`config.mk`:
```
export PLATFORM = sky130hd
export DESIGN_NAME = proximity_gated_audio_conditioner_core
export DESIGN_NICKNAME = d
export VERILOG_FILES = /design/src/rtl/core/pgac_pkg.sv /design/src/rtl/core/pgac_audio.sv /design/src/rtl/core/pgac_ctrl.sv /design/src/rtl/core/proximity_gated_audio_conditioner_core.sv
export SDC_FILE = /design/constraint.sdc
export NUM_CORES = 1
export LEC_CHECK = 0
export ABC_AREA = 1
export BUFFER_PORTS_ARGS = -buffer_cell sky130_fd_sc_hd__buf_4
export CORE_MARGIN = 2
export CORE_UTILIZATION = 55
export DETAILED_ROUTE_END_ITERATION = 7
export GPL_TIMING_DRIVEN = 0
export PLACE_DENSITY_LB_ADDON = 0.12
export SLEW_MARGIN = 10
export SYNTH_ARGS = -nofsm -noshare
export SYNTH_HDL_FRONTEND = slang
export SYNTH_SLANG_ARGS = --single-unit
```
`constraint.sdc`:
```
create_clock -name clk -period 4.6 [get_ports clk]
set_input_delay 0.46 -clock clk [delete_from_list [all_inputs] [get_ports clk]]
set_output_delay 0.46 -clock clk [all_outputs]
set_load 0.01 [all_outputs]
```
`src/rtl/core/pgac_pkg.sv`:
```
`default_nettype none
// ----------------------------------------------------------------------------
// pgac_pkg
// Shared types and constants for the proximity gated audio conditioner.
// ----------------------------------------------------------------------------
package pgac_pkg;

  localparam int SAMPLE_BITS_DEF = 10;
  localparam int CMP_W           = 16;
  localparam int THR_W           = 10;
  localparam int TPC_W           = 8;
  localparam int CFG_W           = 10;
  localparam int CFG_IDX_W       = 1;
  localparam int NEAR_W          = 9;
  localparam int ACC_W           = 16;
  localparam int TIME_W          = 16;
  localparam int FRAME_W         = 16;
  localparam int CMD_W           = 8;
  localparam int BYTE_W          = 8;
  localparam int PROD_W          = TPC_W + NEAR_W;

  localparam logic [THR_W-1:0]  THR_RESET      = 10'd80;
  localparam logic [TPC_W-1:0]  TPC_RESET      = 8'd58;
  localparam logic [NEAR_W-1:0] NEAR_RESET     = 9'd2;
  localparam logic [ACC_W-1:0]  NEAR_LIMIT_MAX = 16'd400;

  // control characters
  localparam logic [CMD_W-1:0] CH_M  = 8'h4D;
  localparam logic [CMD_W-1:0] CH_D  = 8'h44;
  localparam logic [CMD_W-1:0] CH_0  = 8'h30;
  localparam logic [CMD_W-1:0] CH_9  = 8'h39;
  localparam logic [CMD_W-1:0] CH_LF = 8'h0A;
  localparam logic [CMD_W-1:0] CH_CR = 8'h0D;

  // configuration register indexes
  localparam logic [CFG_IDX_W-1:0] CFG_THRESHOLD = 1'b0;
  localparam logic [CFG_IDX_W-1:0] CFG_TICKS     = 1'b1;

  typedef enum logic [1:0] {
    FUNC_AUDIO   = 2'd0,
    FUNC_COMMAND = 2'd1,
    FUNC_ECHO    = 2'd2,
    FUNC_TICK    = 2'd3
  } func_t;

  typedef enum logic [0:0] {
    KIND_AUDIO = 1'b0,
    KIND_TICK  = 1'b1
  } kind_t;

  typedef struct packed {
    logic distance_mode;
    logic recording_on;
    logic recording_next;
  } ctrl_status_t;

endpackage
`default_nettype wire

```
`src/rtl/core/pgac_audio.sv`:
```
`default_nettype none
// ----------------------------------------------------------------------------
// pgac_audio
// Outlier rejection, pairwise averaging and decimation phase of audio samples.
// ----------------------------------------------------------------------------
module pgac_audio
  import pgac_pkg::*;
#(
  parameter int SAMPLE_BITS = SAMPLE_BITS_DEF
) (
  input  wire logic                   clk,
  input  wire logic                   rst,
  input  wire logic                   step,
  input  wire logic [SAMPLE_BITS-1:0] sample,
  input  wire logic [THR_W-1:0]       threshold,
  output logic      [BYTE_W-1:0]      byte_out,
  output logic                        phase_next
);

  logic [SAMPLE_BITS-1:0] last_accepted;
  logic                   phase;
  logic [SAMPLE_BITS-1:0] diff;
  logic [SAMPLE_BITS-1:0] chosen;
  logic [SAMPLE_BITS:0]   sum;
  logic [SAMPLE_BITS-1:0] avg;
  logic                   reject;

  always_comb begin
    diff   = (sample >= last_accepted) ? (sample - last_accepted)
                                       : (last_accepted - sample);
    reject = CMP_W'(diff) > CMP_W'(threshold);
    chosen = reject ? last_accepted : sample;
    sum    = {1'b0, chosen} + {1'b0, last_accepted};
    avg    = sum[SAMPLE_BITS:1];
  end

  assign byte_out   = avg[SAMPLE_BITS-1 -: BYTE_W];
  assign phase_next = ~phase;

  always_ff @(posedge clk) begin
    if (rst) begin
      last_accepted <= {1'b1, {(SAMPLE_BITS-1){1'b0}}};
      phase         <= 1'b0;
    end else if (step) begin
      last_accepted <= chosen;
      phase         <= phase_next;
    end
  end

endmodule
`default_nettype wire

```
`src/rtl/core/pgac_ctrl.sv`:
```
`default_nettype none
// ----------------------------------------------------------------------------
// pgac_ctrl
// Command parser, echo width capture and distance gate for recording.
// ----------------------------------------------------------------------------
module pgac_ctrl
  import pgac_pkg::*;
(
  input  wire logic              clk,
  input  wire logic              rst,
  input  wire logic              step_cmd,
  input  wire logic              step_echo,
  input  wire logic              step_tick,
  input  wire logic [CMD_W-1:0]  command_byte,
  input  wire logic [TIME_W-1:0] capture_time,
  input  wire logic [TPC_W-1:0]  ticks_per_cm,
  output ctrl_status_t           status
);

  logic              distance_mode;
  logic              recording_on;
  logic              entering_digits;
  logic [ACC_W-1:0]  digit_accumulator;
  logic [NEAR_W-1:0] near_limit_cm;
  logic              awaiting_fall;
  logic [TIME_W-1:0] rise_time;
  logic [TIME_W-1:0] echo_width;

  logic [PROD_W-1:0] upper;
  logic              in_window;
  logic              recording_next;
  logic [ACC_W-1:0]  acc_digit;
  logic              is_digit;
  logic              is_eol;
  logic              acc_in_range;

  always_comb begin
    upper          = PROD_W'(ticks_per_cm) * PROD_W'(near_limit_cm);
    in_window      = (PROD_W'(echo_width) > PROD_W'(ticks_per_cm))
                  && (PROD_W'(echo_width) < upper);
    recording_next = distance_mode ? in_window : recording_on;
    // acc * 10 + digit, wrapping at 16 bits
    acc_digit      = (digit_accumulator << 3) + (digit_accumulator << 1)
                   + ACC_W'(command_byte[3:0]);
    is_digit       = (command_byte >= CH_0) && (command_byte <= CH_9);
    is_eol         = (command_byte == CH_LF) || (command_byte == CH_CR);
    acc_in_range   = (digit_accumulator != '0) && (digit_accumulator < NEAR_LIMIT_MAX);
  end

  assign status.distance_mode  = distance_mode;
  assign status.recording_on   = recording_on;
  assign status.recording_next = recording_next;

  always_ff @(posedge clk) begin
    if (rst) begin
      distance_mode     <= 1'b0;
      recording_on      <= 1'b1;
      entering_digits   <= 1'b0;
      digit_accumulator <= '0;
      near_limit_cm     <= NEAR_RESET;
      awaiting_fall     <= 1'b0;
      rise_time         <= '0;
      echo_width        <= '0;
    end else begin
      if (step_cmd) begin
        if (command_byte == CH_M) begin
          distance_mode     <= 1'b0;
          recording_on      <= 1'b1;
          entering_digits   <= 1'b0;
          digit_accumulator <= '0;
        end else if (command_byte == CH_D) begin
          distance_mode     <= 1'b1;
          recording_on      <= 1'b0;
          entering_digits   <= 1'b1;
          digit_accumulator <= '0;
        end else if (entering_digits) begin
          if (is_digit) begin
            digit_accumulator <= acc_digit;
          end else if (is_eol) begin
            if (acc_in_range) begin
              near_limit_cm <= digit_accumulator[NEAR_W-1:0];
            end
            entering_digits   <= 1'b0;
            digit_accumulator <= '0;
          end
        end
      end
      if (step_echo && distance_mode) begin
        if (!awaiting_fall) begin
          rise_time     <= capture_time;
          awaiting_fall <= 1'b1;
        end else begin
          echo_width    <= capture_time - rise_time;
          awaiting_fall <= 1'b0;
        end
      end
      if (step_tick) begin
        recording_on <= recording_next;
      end
    end
  end

endmodule
`default_nettype wire

```
`src/rtl/core/proximity_gated_audio_conditioner_core.sv`:
```
`default_nettype none
// ----------------------------------------------------------------------------
// proximity_gated_audio_conditioner_core
// Audio sample cleanup and decimation gated by an ultrasonic distance check.
// ----------------------------------------------------------------------------
// Takes one request per clock on the input channel: audio frames, command
// bytes, echo captures and ticks, selected by func. A request is held in an
// input register and fully processed once the output register can take a
// result; then the state is updated and any result is written to the output
// register. A new request is taken every cycle as long as the output side
// keeps up. The input and output registers hold one request and one result:
// while an untaken result sits in the output register, a request in the input
// register waits there, and in_ready drops once both are full. Audio frames
// give a byte on every second frame while recording (always in manual mode);
// ticks always give a status result; commands and echo captures give nothing.
// Configuration writes go straight into the registers and should be issued
// only while the block is idle.
// ----------------------------------------------------------------------------
module proximity_gated_audio_conditioner_core
  import pgac_pkg::*;
#(
  parameter int SAMPLE_BITS = SAMPLE_BITS_DEF
) (
  input  wire logic                 clk,
  input  wire logic                 rst,
  // configuration write port
  input  wire logic                 cfg_we,
  input  wire logic [CFG_IDX_W-1:0] cfg_index,
  input  wire logic [CFG_W-1:0]     cfg_data,
  // request channel
  input  wire logic                 in_valid,
  output logic                      in_ready,
  input  wire logic [1:0]           func,
  input  wire logic [FRAME_W-1:0]   audio_frame,
  input  wire logic [CMD_W-1:0]     command_byte,
  input  wire logic [TIME_W-1:0]    capture_time,
  // result channel
  output logic                      out_valid,
  input  wire logic                 out_ready,
  output logic                      result_kind,
  output logic [BYTE_W-1:0]         audio_byte,
  output logic                      recording_flag,
  output logic                      trigger_pulse
);

  // configuration registers
  logic [THR_W-1:0] max_jump;
  logic [TPC_W-1:0] ticks_per_cm;

  always_ff @(posedge clk) begin
    if (rst) begin
      max_jump     <= THR_RESET;
      ticks_per_cm <= TPC_RESET;
    end else if (cfg_we) begin
      unique case (cfg_index)
        CFG_THRESHOLD: max_jump     <= cfg_data[THR_W-1:0];
        CFG_TICKS:     ticks_per_cm <= cfg_data[TPC_W-1:0];
        default:       ;
      endcase
    end
  end

  // input register
  logic               s1_valid;
  func_t              s1_func;
  logic [FRAME_W-1:0] s1_frame;
  logic [CMD_W-1:0]   s1_cmd;
  logic [TIME_W-1:0]  s1_time;
  logic               out_free;
  logic               s1_fire;

  assign out_free = !out_valid || out_ready;
  assign s1_fire  = s1_valid && out_free;
  assign in_ready = !s1_valid || s1_fire;

  always_ff @(posedge clk) begin
    if (rst) begin
      s1_valid <= 1'b0;
    end else if (in_ready) begin
      s1_valid <= in_valid;
    end
  end

  always_ff @(posedge clk) begin
    if (in_ready && in_valid) begin
      s1_func  <= func_t'(func);
      s1_frame <= audio_frame;
      s1_cmd   <= command_byte;
      s1_time  <= capture_time;
    end
  end

  // per-kind step strobes
  logic step_audio;
  logic step_cmd;
  logic step_echo;
  logic step_tick;

  always_comb begin
    step_audio = 1'b0;
    step_cmd   = 1'b0;
    step_echo  = 1'b0;
    step_tick  = 1'b0;
    unique case (s1_func)
      FUNC_AUDIO:   step_audio = s1_fire;
      FUNC_COMMAND: step_cmd   = s1_fire;
      FUNC_ECHO:    step_echo  = s1_fire;
      FUNC_TICK:    step_tick  = s1_fire;
      default:      ;
    endcase
  end

  // audio datapath
  logic [BYTE_W-1:0] audio_byte_next;
  logic              phase_next;

  pgac_audio #(
    .SAMPLE_BITS (SAMPLE_BITS)
  ) u_audio (
    .clk        (clk),
    .rst        (rst),
    .step       (step_audio),
    .sample     (s1_frame[SAMPLE_BITS-1:0]),
    .threshold  (max_jump),
    .byte_out   (audio_byte_next),
    .phase_next (phase_next)
  );

  // command, echo and tick control
  ctrl_status_t ctrl_status;

  pgac_ctrl u_ctrl (
    .clk          (clk),
    .rst          (rst),
    .step_cmd     (step_cmd),
    .step_echo    (step_echo),
    .step_tick    (step_tick),
    .command_byte (s1_cmd),
    .capture_time (s1_time),
    .ticks_per_cm (ticks_per_cm),
    .status       (ctrl_status)
  );

  // audio byte goes out on the odd phase when recording or in manual mode
  logic audio_emit;
  assign audio_emit = step_audio && phase_next
                   && (ctrl_status.recording_on || !ctrl_status.distance_mode);

  // output register
  always_ff @(posedge clk) begin
    if (rst) begin
      out_valid <= 1'b0;
    end else if (out_free) begin
      out_valid <= audio_emit || step_tick;
    end
  end

  always_ff @(posedge clk) begin
    if (out_free) begin
      if (step_tick) begin
        result_kind    <= KIND_TICK;
        audio_byte     <= '0;
        recording_flag <= ctrl_status.recording_next;
        trigger_pulse  <= ctrl_status.distance_mode;
      end else begin
        result_kind    <= KIND_AUDIO;
        audio_byte     <= audio_byte_next;
        recording_flag <= 1'b1;
        trigger_pulse  <= 1'b0;
      end
    end
  end

endmodule
`default_nettype wire

```
Word-level counts from Yosys, hierarchy flattened

Index checks and enable logic that the tools add are counted.
Widths: inputs -> output; s select.

Flip-flop bits (word level): 139
Bits of input ports: 58
Output and inout port bits: 13
Logic and storage cells: 105

$add $sub $neg: 6
Multiply operators: 1
Magnitude comparators: 7
Equal/unequal tests: 7
Muxes and demuxes: 25
Bitwise logic cells: 6
Reductions and logical operators: 31

Operators with widths:

| cell                | number |
|---|---|
| $mux 16             | 5 |
| $mux 10             | 2 |
| $sub 10x10->10      | 2 |
| $mux 1              | 18 |
| $lt 16x17->1        | 1 |
| $mul 8x9->17        | 1 |
| $add 16x16->16      | 1 |
| $add 16x4->16       | 1 |
| $eq 8x4->1 const B  | 2 |
| $eq 8x7->1 const B  | 2 |
| $gt 16x8->1         | 1 |
| $lt 16x9->1 const B | 1 |
| $reduce_bool 16->1  | 1 |
| $sub 16x16->16      | 1 |
| $reduce_and 2->1    | 6 |
| $add 10x10->11      | 1 |
| $ge 10x10->1        | 1 |
| $gt 10x10->1        | 1 |
| $ge 8x6->1 const B  | 1 |
| $le 8x6->1 const B  | 1 |
| $logic_and 1x1->1   | 8 |
| $reduce_and 7->1    | 1 |
| $not 1->1           | 6 |
| $reduce_bool 3->1   | 2 |
| other kinds (8)     | 16 |

Longest topological paths before layout

Gate-level depths: netlist of run 1.

Depth in word-level cells: 7
Gate-level depth with buffers: 34
Mapped depth without buffers: 32

Modules after synthesis

Synthesis of run 1 repeated with hierarchy kept, for this count alone.

Cells, all modules: 1494
Area, all modules: 11423.5 sq um

Modules (own cells, without submodules):

| module                                 | times used | cells each | area an instance (sq um) | sequential area each (sq um) |
|---|---|---|---|---|
| pgac_ctrl                              | 1          | 964        | 6880.3                   | 1221.2 |
| pgac_audio                             | 1          | 359        | 2280.9                   | 220.2 |
| proximity_gated_audio_conditioner_core | 1          | 171        | 2262.2                   | 1811.7 |

Least setup slack after synthesis of run 1

No wires, ideal clock.

Path type: reg-to-reg
Start point: register ticks_per_cm[7]
End point: register u_ctrl.recording_on
Setup time: 0.059 ns
Arrival: 4.950 ns
Slack: -0.409 ns
Stages on the path, launching flop included: 31
Path through: dfxtp_1 clkbuf_1 nand2_1 fa_1 fa_1 inv_1 fa_1 inv_1 fa_1 inv_1 ha_1 a21oi_1 o21ai_0 a21oi_1 nor2_1 nor2_1 xor2_1 ha_1 nand2_1 nor2_1 a211oi_1 nand2_1 nand2_1 nand2_1 nand2_1 nand2_1 nand2_1 nand2_1 nand2_1 nand2_1 nand2_1

Word-level cells in the longest chain between the ends: 5
Elaborated cells between the ends (all ways): 6
Those cells by class: 1 x mul; 2 x order compare; 2 x mux; 1 x reduce/logical

Ends and longest elaborated chain:

| what                     | line                                         | source |
|---|---|---|
| start: declaration       | proximity_gated_audio_conditioner_core.sv:48 | `logic [TPC_W-1:0] ticks_per_cm;` |
| start signal: assignment | proximity_gated_audio_conditioner_core.sv:57 | `CFG_TICKS: ticks_per_cm <= cfg_data[TPC_W-1:0];` |
| $mul 8x9->17             | pgac_ctrl.sv:38                              | `upper = PROD_W'(ticks_per_cm) * PROD_W'(near_limit_cm);` |
| $lt 16x17->1             | pgac_ctrl.sv:40                              | `&& (PROD_W'(echo_width) < upper);` |
| $logic_and 1x1->1 *      | pgac_ctrl.sv:40                              |  |
| $mux 1 *                 | pgac_ctrl.sv:41                              | `recording_next = distance_mode ? in_window : recording_on;` |
| $mux 1 *                 | pgac_ctrl.sv:97                              | `if (step_tick) begin` |
| end signal: assignment   | pgac_ctrl.sv:98                              | `recording_on <= recording_next;` |
| end: declaration         | pgac_ctrl.sv:21                              | `logic recording_on;` |

Mark *: on every way between the ends. The rest lies on a longest branch, timed or not.
A chain may end at the register's enable or synchronous reset.

Worst setup path in the final report of run 1

Start point: register u_ctrl.near_limit_cm[6]
End point: register u_ctrl.recording_on

Word-level cells in the longest chain between the ends: 5

Ends and longest elaborated chain:

| what                     | line            | source |
|---|---|---|
| start: declaration       | pgac_ctrl.sv:24 | `logic [NEAR_W-1:0] near_limit_cm;` |
| start signal: assignment | pgac_ctrl.sv:81 | `near_limit_cm <= digit_accumulator[NEAR_W-1:0];` |
| $mul 8x9->17             | pgac_ctrl.sv:38 |  |
| $lt 16x17->1             | pgac_ctrl.sv:40 |  |
| $logic_and 1x1->1        | pgac_ctrl.sv:40 |  |
| $mux 1                   | pgac_ctrl.sv:41 |  |
| $mux 1                   | pgac_ctrl.sv:97 |  |

Every way passes these cells.

==> qor.txt, run 1 <==
result of the run: finished, violations left
failing checks: negative setup slack
startpoint types: flop
fillers: 1632
critical path type: reg2reg
Clock Sink Count: 139
Crit path arrival time: 5.27 ns
async set or reset register ratio after synthesis: 0%
Setup WS pre-CTS: -0.496 ns
Top Usage Layer GRT: met2
vias: 9749
Top FF cell, synth: dfxtp_1
total gr overflow: 0
Die Wd: 146 um
final setup skew: 0.0135 ns
largest net degree at the start of global routing: 37
Crit. End Element: flop
most used cell, CP: nand2_1
pwr/cell area: 266 mW/mm^2
vias in the first global route: 9305
FP Rows: 51
worst-path fanout max: 9
VDD IR-drop max: 0.271 mV
syn_nets: 1700
clk buf depth: 2
Max stage delay on crit path: 0.54 ns
Synth Register Bits: 139
NumNets Final: 1832
area occupied by multi-input gates: 0.00710 mm^2
antenna diode count: 0
EDFF count, synth: 47
M2 GR Usage: 42.2%
Final Max Slew Viols: 0
TritonCTS clock tree: built
met3 global-route usage: 4.22%
Final period util: 106%
CTS clk-pin slew, worst paths: 0.07 ns
Final ANT Viol Nets: 0
Final Non-Filler Cells: 1866
worst slew pin tran: 0.815 ns
syn_area_per_cell: 7.63 um^2
PortBufs: 63
IO Pins: 71
WL/cell: 14.3 um
synth warn: 0
P_leak: 0.00685 uW
H-tree levels: 4
Max-cap violations: 0
Starting Density: 56.6%
Yosys cell types: 48
Via density: 5.22
critical path required time: 4.97 ns
max frequency: 0.204 GHz
routability cong.: 0.879
DRC: 0
slowest cell on the critical path: fa_1
setup TNS: -0.597 ns
Seq/Total Area, Yosys: 29.3%
final WL: 26700 um
Final min period: 4.90 ns
First-pass DRT Iterations: 5
initial antenna violation count: 0
first-pass GRT wire length: 43600 um
Die Ht: 146 um
Clock Latency Late Sink: 0.43 ns
Clock Tree Root: clkbuf_16
CTS buffer count: 17
Worst Hold Class: in2reg
die area: 0.0214 mm^2
Cell Area, Synth: 0.0111 mm^2
GR Util All Layers: 24.8%
final setup fails: 3
RSZ-0062 raised after global routing: yes
synthesized netlist cell count: 1456
Total Power: 3630 uW
headroom to the max-slew limit: 45.6%
share of cells above drive strength 1: 18.7%
area grow syn2layout: 22.5%
fin worst setup slack: -0.298 ns
Final Hold Fails: 0
Iter 0 DRT Violations: 555
Core ar.: 0.0197 mm^2
met1 Use GR: 33.3%
dpl cells: 1784
FF+latch area: 0.00326 mm^2
HPWL after DPL: 19500 um
metal layers:
metal  vias up  routed length (um)
li1       4955                   -
met1      4531               12200
met2       232               12800
met3        31                1350
met4         0                 327
met5         -                   0
cells in the final DEF (no fill, tap or decap), types with 6 or more instances in the layout:
master,n
ha_1,116
nand2_1,265
xor2_1,23
clkbuf_8,10
buf_4,112
o21ai_2,10
o21ai_0,74
nor3_1,9
o21ai_1,10
nand3_1,40
nor2_1,69
clkbuf_1,17
dfxtp_1,87
a21oi_1,131
a31oi_1,6
edfxtp_1,47
o211ai_1,14
nand4_1,10
inv_2,15
ha_4,21
a21oi_2,9
nor2_2,13
inv_1,288
xnor2_1,11
fa_1,45
buf_6,9
nand2_2,24
clkbuf_16,17
flip-flops by register name (all words and copies together), names as in the netlist, 2 cells and up:
name                      flops
u_ctrl.rise_time             16
ticks_per_cm                  8
audio_byte                    8
s1_cmd                        8
u_audio.last_accepted        10
s1_frame                     10
u_ctrl.digit_accumulator     16
max_jump                     10
s1_func                       2
u_ctrl.near_limit_cm          9
s1_time                      16
u_ctrl.echo_width            16
per-stage QoR:
step	hold slack (ns)	utilization [%]	cell area (um^2)
floorplan	0.433	-	11300
global placement	0.443	61.6	12100
detailed placement	0.450	61.6	12100
CTS	0.193	66.2	13000
global route	0.185	69.3	13600
finish	0.198	69.3	13600
worst paths after layout:
path / cells after the start / from / slack (ns) / endpoint
worst max register to register: 30 / u_ctrl.near_limit_cm[6] / -0.30 / u_ctrl.recording_on
worst min register to register: 2 / u_ctrl.rise_time[9] / 0.46 / u_ctrl.rise_time[9]
worst max-delay path: 30 / u_ctrl.near_limit_cm[6] / -0.30 / u_ctrl.recording_on
worst min-delay path: 1 / audio_frame[3] / 0.20 / s1_frame[3]
Yosys cell counts, drive strengths merged, types with 12 or more instances:
master	n	area share, %
xor2	23	1.8
ha	139	16
clkbuf	31	1.0
o211ai	14	0.95
nor2	85	3.1
a21oi	141	6.4
inv	303	10
nand2	294	10
o21ai	96	4.4
nand3	45	2.1
dfxtp	92	17
edfxtp	47	13
xnor2	12	0.95
fa	47	8.5
power by group:
part	switching, uW	internal [uW]
Clock	557	820
Combinational	474	399
Sequential	36.2	1340
Total	1070	2560
timing repair:
| item | 4_1_cts | 5_1_grt |
|---|---|---|
| hold buffers | 0 | 0 |
| setup buffers | 23 | 29 |
| setup endpoints to repair | 8 | 10 |
| pin swaps | 27 | 56 |
| gates resized for setup | 46 | 95 |
worst max-delay path, delay by kind of cell (launching register included):
kind,cells,cell delay [ns]
flip-flops,1,0.31
AND/OR/NAND/NOR,17,1.13
AO/OA/AOI/OAI,1,0.17
XOR/XNOR,1,0.16
buffers and inverters,5,0.45
adder cells (fa/ha/maj),6,2.59
cell type report:
type,count,share of cell area (%)
multi-input cells,971,52.1
flip-flops and latches,139,23.9
inverters,305,8.41
repair buffers,115,6.45
clock buffers,20,3.28
well taps,265,2.43
plain buffers,39,2.36
clock inverters,12,1.02
cells by family (layout without fill, tap and decap cells):
group / count (synthesis) / count (layout) / share of synthesized area, %
xor+xnor: 35 / 35 / 2.76
simple gates: 458 / 458 / 17.2
flops: 139 / 139 / 29.3
mux: 1 / 1 / 0.0901
fa+ha+maj: 186 / 186 / 24.1
buf+inv: 346 / 491 / 12.0
compound gates: 291 / 291 / 14.6
Note: power is estimated with default switching activity, not from simulation.
==> run 2: changes to the inputs <==
--- a/config.mk
+++ b/config.mk
@@ -7,7 +7,6 @@
 export LEC_CHECK = 0
 export ABC_AREA = 1
 export BUFFER_PORTS_ARGS = -buffer_cell sky130_fd_sc_hd__buf_4
-export CORE_MARGIN = 2
 export CORE_UTILIZATION = 55
 export DETAILED_ROUTE_END_ITERATION = 7
 export GPL_TIMING_DRIVEN = 0
==> qor.txt, run 2 (synthesis results as in run 1) <==
Final Max Slew Viols: 0
P_leak: 0.00688 uW
Crit. End Element: flop
headroom to the max-slew limit: 46.2%
clk buf depth: 2
WHS: 0.207 ns
failing checks: negative setup slack
Design Area, Final: 0.0137 mm^2
Die Wd: 144 um
result of the run: finished, violations left
leading cell types in the layout, fill and taps excluded: inv_1, nand2_1, a21oi_1
initial antenna violation count: 0
commonest non-fill, non-tap cell in the layout: inv_1
worst slew pin tran: 0.806 ns
largest net degree at the start of global routing: 37
DRC: 0
Crit path arrival time: 5.32 ns
routability cong.: 0.904
dpl cell area: 0.0121 mm^2
Max stage delay on crit path: 0.50 ns
pwr/cell area: 263 mW/mm^2
r2r worst-path depth: 30
fin worst setup slack: -0.356 ns
Die Ht: 144 um
Core ar.: 0.0197 mm^2
share of cells above drive strength 1: 19.5%
RSZ-0062 raised after global routing: yes
Final Hold Fails: 0
FP Rows: 51
FF+latch area: 0.00327 mm^2
Final min period: 4.96 ns
Iter 0 DRT Violations: 553
Max-cap violations: 0
first-pass GRT wire length: 42800 um
H-tree levels: 4
WL/cell: 14.5 um
Clock Latency Late Sink: 0.42 ns
critical path type: reg2reg
Final period util: 108%
startpoint types: flop
most used cell, CP: nand2_1
vias in the first global route: 9044
TritonCTS clock tree: built
CTS clk-pin slew, worst paths: 0.07 ns
final WL: 27100 um
area occupied by multi-input gates: 0.00706 mm^2
max frequency: 0.202 GHz
final setup fails: 2
total gr overflow: 0
Clock Sink Count: 139
Worst Hold Class: in2reg
fillers: 1594
worst-path fanout max: 9
First-pass DRT Iterations: 6
NumNets Final: 1834
HPWL after DPL: 19700 um
final setup skew: 0.0103 ns
die area: 0.0208 mm^2
Starting Density: 56.6%
antenna diode count: 0
Finished Core Util: 69.5%
CTS buffer count: 17
VDD IR-drop max: 0.319 mV
Setup WS pre-CTS: -0.545 ns
PortBufs: 63
critical path required time: 4.96 ns
hold_buf cts: 0
GR Util All Layers: 26.2%
Via density: 5.21
Final ANT Viol Nets: 0
vias: 9737
IO Pins: 71
area grow syn2layout: 22.9%
slowest cell on the critical path: fa_1
Clock Tree Root: clkbuf_16
depth of the worst hold-timing path: 1
[run 2: changes by cell type in the layout (fill, tap and decap cells not counted), moves of 3 or more]
cell,before,now
inv_4,1,4
clkbuf_8,10,1
dfxtp_2,5,8
ha_4,21,16
buf_8,3,11
nand2_1,265,262
inv_1,288,284
o21ai_0,74,77
clkbuf_16,17,20
dfxtp_1,87,82
ha_2,2,6
[run 2: repair_timing]
action,4_1_cts,5_1_grt
hold endpoints to repair,0,0
setup endpoints to repair,9,10
gates resized for setup,47,115
pin swaps,22,56
setup buffers,22,29
cloned,0,3
[run 2: report_power, final]
part / switching (uW) / total [uW] / leakage [uW] / internal [uW]
combinational: 467 / 854 / 0.00537 / 388
clock: 555 / 1360 / 0.000281 / 804
sequential: 35.8 / 1380 / 0.00122 / 1340
total: 1060 / 3590 / 0.00688 / 2530
[run 2: routing by layer]
metal  GRT usage (%)  up-vias  routed length [um]
met5               0        -                   0
met1            35.5     4533               12400
met3            3.31       36                1090
met2            44.0      219               13200
li1                -     4949                   -
met4            7.42        0                 402
[run 2: worst paths after layout]
kind / start / end / slack, ns
max: u_ctrl.near_limit_cm[5] / u_ctrl.recording_on / -0.36
min: audio_frame[8] / s1_frame[8] / 0.21
max reg2reg: u_ctrl.near_limit_cm[5] / u_ctrl.recording_on / -0.36
min reg2reg: u_ctrl.rise_time[5] / u_ctrl.rise_time[5] / 0.46
[run 2: final cells by class]
class	instances	area share [%]
plain buffers	39	2.38
clock buffers	19	3.17
clock inverters	13	1.03
inverters	305	8.44
multi-input cells	971	51.7
flip-flops and latches	139	23.9
well taps	265	2.43
repair buffers	117	6.95
[run 2: critical path, delay by kind of cell (launching register included)]
family,cells,cell delay [ns]
AO/OA/AOI/OAI,4,0.57
buffers and inverters,4,0.32
XOR/XNOR,1,0.17
AND/OR/NAND/NOR,15,1.00
adder cells (fa/ha/maj),6,2.47
flip-flops,1,0.34
[run 2: stage by stage]
step / power [uW] / setup TNS, ns / cells
floorplan: 1830 / -0.00927 / 1456
global placement: 2030 / -2.89 / 1784
detailed placement: 2040 / -3.27 / 1784
CTS: 3450 / -0.738 / 1837
global route: 3750 / -1.54 / 1868
finish: 3590 / -0.705 / 1868
==> run 3: changes to the inputs <==
==> constraint.sdc (replaced) <==
create_clock -name clk -period 5.25 [get_ports clk]
set_input_delay 0.525 -clock clk [delete_from_list [all_inputs] [get_ports clk]]
set_output_delay 0.525 -clock clk [all_outputs]
set_load 0.01 [all_outputs]
==> qor.txt, run 3 (synthesis results as in run 1) <==
FP Rows: 51
area grow syn2layout: 14.7%
TritonCTS clock tree: built
Final Non-Filler Cells: 1818
result of the run: finished clean
fin worst setup slack: 0.255 ns
hold path startpoint: capture_time[13]
CTS clk-pin slew, worst paths: 0.07 ns
P_leak: 0.00652 uW
share of cells above drive strength 1: 12.4%
Starting Density: 56.6%
largest net degree at the start of global routing: 37
fillers: 1766
hold worst-path end: s1_time[13]
Worst Hold Class: in2reg
final WL: 26200 um
Design Area, Final: 0.0127 mm^2
critical path type: reg2reg
PortBufs: 63
H-tree levels: 4
Total Power: 2960 uW
First-pass DRT Iterations: 7
VDD IR-drop max: 0.265 mV
pwr/cell area: 232 mW/mm^2
dpl cell area: 0.0119 mm^2
first-pass GRT wire length: 43200 um
DRC: 0
GR Util All Layers: 26.7%
vias in the first global route: 9014
most used cell, CP: nand2_1
depth of the worst hold-timing path: 1
routability cong.: 0.916
die area: 0.0208 mm^2
setup TNS: 0 ns
commonest non-fill, non-tap cell in the layout: inv_1
leading cell types in the layout, fill and taps excluded: inv_1, nand2_1, a21oi_1
FF+latch area: 0.00330 mm^2
Crit path arrival time: 5.16 ns
Max-cap violations: 0
Clock Latency Late Sink: 0.43 ns
critical path required time: 5.42 ns
Via density: 5.25
Final Max Slew Viols: 0
Core ar.: 0.0197 mm^2
Clock Sink Count: 139
slowest cell on the critical path: fa_1
final setup skew: 0.0124 ns
Clock Tree Root: clkbuf_16
vias: 9551
clk buf depth: 2
r2r worst-path depth: 28
reg2reg setup slack: 0.25 ns
Final min period: 5.00 ns
antenna diode count: 0
Die Wd: 144 um
WL/cell: 14.4 um
final setup fails: 0
NumNets Final: 1784
capturing point of the worst reg2reg path: recording_flag
Die Ht: 144 um
Final period util: 95.1%
max frequency: 0.200 GHz
CTS buffer count: 17
headroom to the max-slew limit: 49.0%
reg2reg start: u_ctrl.near_limit_cm[1]
Setup WS pre-CTS: -0.551 ns
worst slew pin tran: 0.764 ns
total gr overflow: 0
Crit. End Element: flop
Max stage delay on crit path: 0.56 ns
Iter 0 DRT Violations: 497
HPWL after DPL: 20400 um
Final Hold Fails: 0
area occupied by multi-input gates: 0.00665 mm^2
Final ANT Viol Nets: 0
dpl cells: 1784
startpoint types: flop
initial antenna violation count: 0
worst-path fanout max: 6
IO Pins: 71
[run 3: worst max path at each step]
stage,startpoint,to,cells after the start
2_1_floorplan,ticks_per_cm[7],u_ctrl.recording_on,30
3_3_place_gp,u_ctrl.near_limit_cm[0],u_ctrl.recording_on,30
3_5_place_dp,u_ctrl.near_limit_cm[0],u_ctrl.recording_on,30
4_1_cts,u_ctrl.near_limit_cm[0],u_ctrl.recording_on,29
5_1_grt,u_ctrl.near_limit_cm[2],u_ctrl.recording_on,29
6_report,u_ctrl.near_limit_cm[1],recording_flag,28
[run 3: final cells by class]
cell class,instances,share of cell area (%)
multi-input cells,971,52.2
flip-flops and latches,139,25.9
inverters,305,8.98
repair buffers,80,4.77
clock buffers,18,3.37
well taps,265,2.60
clock inverters,14,1.17
plain buffers,26,1.03
[run 3: routing by layer]
layer | GRT usage, % | wire [um] | vias up
met5 | 0 | 0 | -
met4 | 7.70 | 506 | 0
met3 | 3.97 | 1200 | 43
met2 | 44.0 | 12200 | 229
met1 | 36.3 | 12300 | 4422
li1 | - | - | 4857
[run 3: worst max-delay path: cells and delay by family (launching register included)]
family,cells,cell delay (ns)
AO/OA/AOI/OAI,3,0.29
adder cells (fa/ha/maj),6,2.58
buffers and inverters,4,0.34
AND/OR/NAND/NOR,14,0.97
XOR/XNOR,1,0.17
flip-flops,1,0.36
[run 3: stage by stage]
step | hold slack, ns | util [%]
2_1_floorplan | 0.433 | -
3_3_place_gp | 0.443 | 60.6
3_5_place_dp | 0.450 | 60.6
4_1_cts | 0.257 | 64.1
5_1_grt | 0.255 | 64.9
6_report | 0.263 | 64.9
[run 3: repair_timing]
item,CTS,global route
endpoints found under the setup margin,2,7
pin swaps,1,28
setup buffers,10,7
hold buffers,0,0
gates resized for setup,28,30
[run 3: power breakdown]
group	internal [uW]	switching [uW]	total [uW]	leakage (uW)
Combinational	225	335	559	0.00503
Sequential	1170	34.3	1210	0.00123
Clock	700	490	1190	0.000272
